**config.mk**
```make
export PLATFORM = sky130hd
export DESIGN_NAME = msa_ram
export DESIGN_NICKNAME = d
export VERILOG_FILES = /design/src/rtl/msa_ram.sv
export SDC_FILE = /design/constraint.sdc
export NUM_CORES = 1
export LEC_CHECK = 0
export BUFFER_PORTS_ARGS = -buffer_cell sky130_fd_sc_hd__buf_2
export CORE_AREA = 5 5 187 324
export DETAILED_ROUTE_END_ITERATION = 10
export DIE_AREA = 0 0 192 329
export GPL_TIMING_DRIVEN = 1
export PLACE_DENSITY_LB_ADDON = 0.05
export SYNTH_ARGS = -nofsm -noshare
export SYNTH_HDL_FRONTEND = slang
export SYNTH_SLANG_ARGS = --single-unit
```
**constraint.sdc**
```tcl
create_clock -name i_clk -period 7.22 [get_ports i_clk]
set_input_delay 0.722 -clock i_clk [delete_from_list [all_inputs] [get_ports i_clk]]
set_output_delay 0.722 -clock i_clk [all_outputs]
set_load 0.05 [all_outputs]
```
**src/rtl/msa_ram.sv**
```systemverilog
// Generic single-port-write, single-port-read RAM with registered read data.
// Used for the fill counts and the item store. Depends on nothing.
module msa_ram #(
    parameter int WIDTH = 32,
    parameter int DEPTH = 16,
    localparam int AW   = $clog2(DEPTH)
) (
    input  logic             i_clk,
    input  logic             i_we,
    input  logic [AW-1:0]    i_waddr,
    input  logic [WIDTH-1:0] i_wdata,
    input  logic [AW-1:0]    i_raddr,
    output logic [WIDTH-1:0] o_rdata
);

    logic [WIDTH-1:0] r_mem [DEPTH];
    logic [WIDTH-1:0] r_rdata;

    always_ff @(posedge i_clk) begin
        if (i_we) begin
            r_mem[i_waddr] <= i_wdata;
        end
        r_rdata <= r_mem[i_raddr];
    end

    assign o_rdata = r_rdata;

endmodule

```
==> flow_metrics.py <==
metrics = {
    "cts": {
        "cts_buffers": 51,
        "htreeDepth": 2,
        "ctsResizeCount": 0,
        "clk_latency_ps": 560,
        "cts_buffer_depth": 3,
        "root_buffer": "clkbuf_16",
        "cts_tree": "built",
        "cts_setup_buffers": 0,
        "cts_hold_buf": 0,
        "cts_sinks": 544,
        "clk_pin_slew_ps": 60,
    },
    "critical_path": {
        "crit_slowest_cell": "buf_4",
        "worstPathRequired_ps": 7670,
        "crit_start": "i_raddr[1]",
        "reg2reg_slack_ps": 5870,
        "crit_path_end_kind": "flip-flop",
        "path_max_fanout": 68,
        "crit_arrival_ps": 3220,
        "critPathMostFrequentCell": "buf_4",
        "worstPathCellList": "buf_4 -> buf_4 -> mux4_2 -> a22oi_1 -> nand2_1",
        "reg2reg_depth": 3,
        "worstSetupStartpointType": "input port",
        "crit_type": "in -> reg",
        "r2r-start": "r_mem[11][1]",
        "slowest_delay_ps": 960,
        "worstReg2RegEnd": "o_rdata[1]",
    },
    "floorplanning": {
        "initial_utilization": 0.343,
        "core_area_sq_um": 57800,
        "die_area_sq_um": 63200,
        "die_height_um": 329,
        "die_w_um": 192,
        "io_pins": 74,
        "rows": 117,
    },
    "timing": {
        "hold_ws_ps": 526,
        "fin_crit_sh": 0.384,
        "worst_pin_slew_ps": 1090,
        "slew_viol_final": 0,
        "fin_skew_ps": 12.5,
        "hold_viol_final": 0,
        "fmax_mhz": 361,
        "timing.final.ws_setup_ps": 4450,
        "grt_setup_unrepaired": "false",
        "min_period_ps": 2770,
        "setup_violations": 0,
        "finalSetupTns_ps": 0,
        "timing.slew.headroom": 0.276,
    },
    "placement": {
        "pre_cts_slack_ps": 3820,
        "globalplace.congestion": 0.695,
        "dpl_cell_area_sq_um": 21300,
        "port-buffer-count": 73,
        "hpwl_um": 22800,
    },
    "pwr": {
        "ir_drop_uv": 143,
        "switching_share": 0.209,
        "p_comb_frac": 0.056,
        "clockPowerShare": 0.413,
        "seqPwrFrac": 0.531,
        "powerDensity_nw_per_um2": 291,
        "internal_power_uw": 5290,
        "cellLeakagePower_uw": 0.00730,
        "power.switching_uw": 1400,
        "p_total_uw": 6690,
    },
    "finish": {
        "syn_to_final_growth_pct": 16.0,
        "drive_above_1_share": 0.328,
        "stdcell_area_sq_um": 23000,
        "layout.nets": 986,
    },
    "grt": {
        "grt.total_usage": 0.152,
        "grt_pass1_wl_um": 68600,
        "overflow": 0,
        "antenna_found_initial": 3,
        "grt_start_max_net_pins": 69,
        "grt_pass1_vias": 9817,
    },
    "route": {
        "remaining_drc_errors": 0,
        "wl_per_cell_um": 27.1,
        "postRouteAntennaNets": 0,
        "num_vias": 8946,
        "drtIter0Drc": 675,
        "vias_per_cell": 5.08,
        "wl_um": 47800,
        "drtPass1Iterations": 4,
    },
    "synth": {
        "syn_nets": 880,
        "yosysTopAreaCell": "edfxtp_1",
        "synth_warnings": 0,
        "synth-main-ff-cell": "edfxtp_1",
        "yosys-top-cells-count": "512 x edfxtp_1, 128 x mux4_2, 64 x a22oi_1",
        "synth.cell_area_sq_um": 19900,
        "ys_seq_area_frac": 0.807,
        "async_reset_ff_frac": 0,
        "synth_area_leaders": "edfxtp_1 77%, mux4_2 15%, dfxtp_1 3.2%",
        "synth_edf_count": 512,
        "synth_cells": 838,
        "synth_cell_type_count": 18,
        "avgSynthCellArea_sq_um": 23.7,
        "yosysMostFrequentCell": "edfxtp_1",
        "synth_top_area_frac": 0.774,
        "synth-seq-cells": 544,
    },
    "worst_hold_path": {
        "hp-class": "in -> reg",
        "whs_path_depth": 1,
        "whs_endpoint": "r_mem[7][5]",
        "min_from": "i_wdata[5]",
    },
    "run_status": {
        "status": "finished, final reports clean",
    },
    "flow_run": {
        "cap_violations": 0,
    },
}
-- metrics by stage --
stage / std cells / utilization
floorplan: 838 / -
global placement: 1664 / 0.368
detailed placement: 1664 / 0.368
CTS: 1758 / 0.398
global route: 1758 / 0.398
finish: 1761 / 0.398
-- registers in the layout, summed over array words and instances (netlist names) --
name and flops:
o_rdata 32, r_mem 512
-- placed cells by master, fill, tap and decap left out --
master | netlist | routed
edfxtp_1 | 512 | 512
mux4_2 | 128 | 128
buf_2 | 4 | 71
a22oi_1 | 64 | 64
clkbuf_16 | 0 | 53
nand2_1 | 33 | 33
dfxtp_1 | 32 | 32
buf_4 | 11 | 24
nor2_4 | 0 | 13
clkbuf_1 | 17 | 11
clkbuf_8 | 0 | 9
clkinv_2 | 0 | 9
bufinv_16 | 0 | 6
clkinv_1 | 0 | 5
nor3_2 | 0 | 4
diode_2 | 0 | 3
nor2b_4 | 0 | 2
nand3b_1 | 2 | 2
nand2b_1 | 2 | 2
and2_2 | 0 | 1
nand3_1 | 1 | 1
or3b_2 | 1 | 1
inv_8 | 0 | 1
clkinvlp_4 | 0 | 1
-- cell families after synthesis --
logic type,after synthesis,synth area share
buffers and inverters,43,0.0112
multiplexers,128,0.145
flip-flops,544,0.807
AO/OA/AOI/OAI,64,0.0242
AND/OR/NAND/NOR,59,0.0127
-- routing by layer --
metal	track usage	up-vias	routed length (um)	part of all wire
li1	-	3782	-	-
met1	0.204	4906	20100	0.42
met2	0.264	197	24800	0.52
met3	0.0223	59	1970	0.041
met4	0.0341	2	830	0.017
met5	0	-	20	0.00042
-- power groups by stage --
stage	Combinational [uW]	Clock, uW	Sequential [uW]
floorplan	170	0	3690
global placement	378	0	3620
detailed placement	387	0	3620
CTS	388	2840	3550
global route	406	2980	3560
finish	377	2760	3550
-- worst max-delay path, delay by kind of cell --
family / cells / cell delay (ps)
and+or+nand+nor: 1 / 80
buffers and inverters: 2 / 1650
AOI/OAI and AO/OA: 1 / 250
muxes: 1 / 420
-- final cells by class --
type,count,area (sq um)
Timing Repair Buffer,96,549
Sequential cell,544,16000
Tap cell,773,967
Clock inverter,22,263
Fill cell,5120,34800
Antenna cell,3,7.51
Multi-Input combinational cell,251,3750
Clock buffer,72,1480
-- worst max path at each step --
| stage | end | slack (ps) | cells past startpoint |
|---|---|---|---|
| 4_1_cts | o_rdata[18] | 4420 | 5 |
| 3_3_place_gp | o_rdata[18] | 3840 | 5 |
| 5_1_grt | o_rdata[18] | 4270 | 5 |
| 6_report | o_rdata[18] | 4450 | 5 |
| 3_5_place_dp | o_rdata[18] | 3820 | 5 |
| 2_1_floorplan | r_mem[0][0] | 3320 | 2 |
No activity file was read; power rests on OpenSTA's default activity.
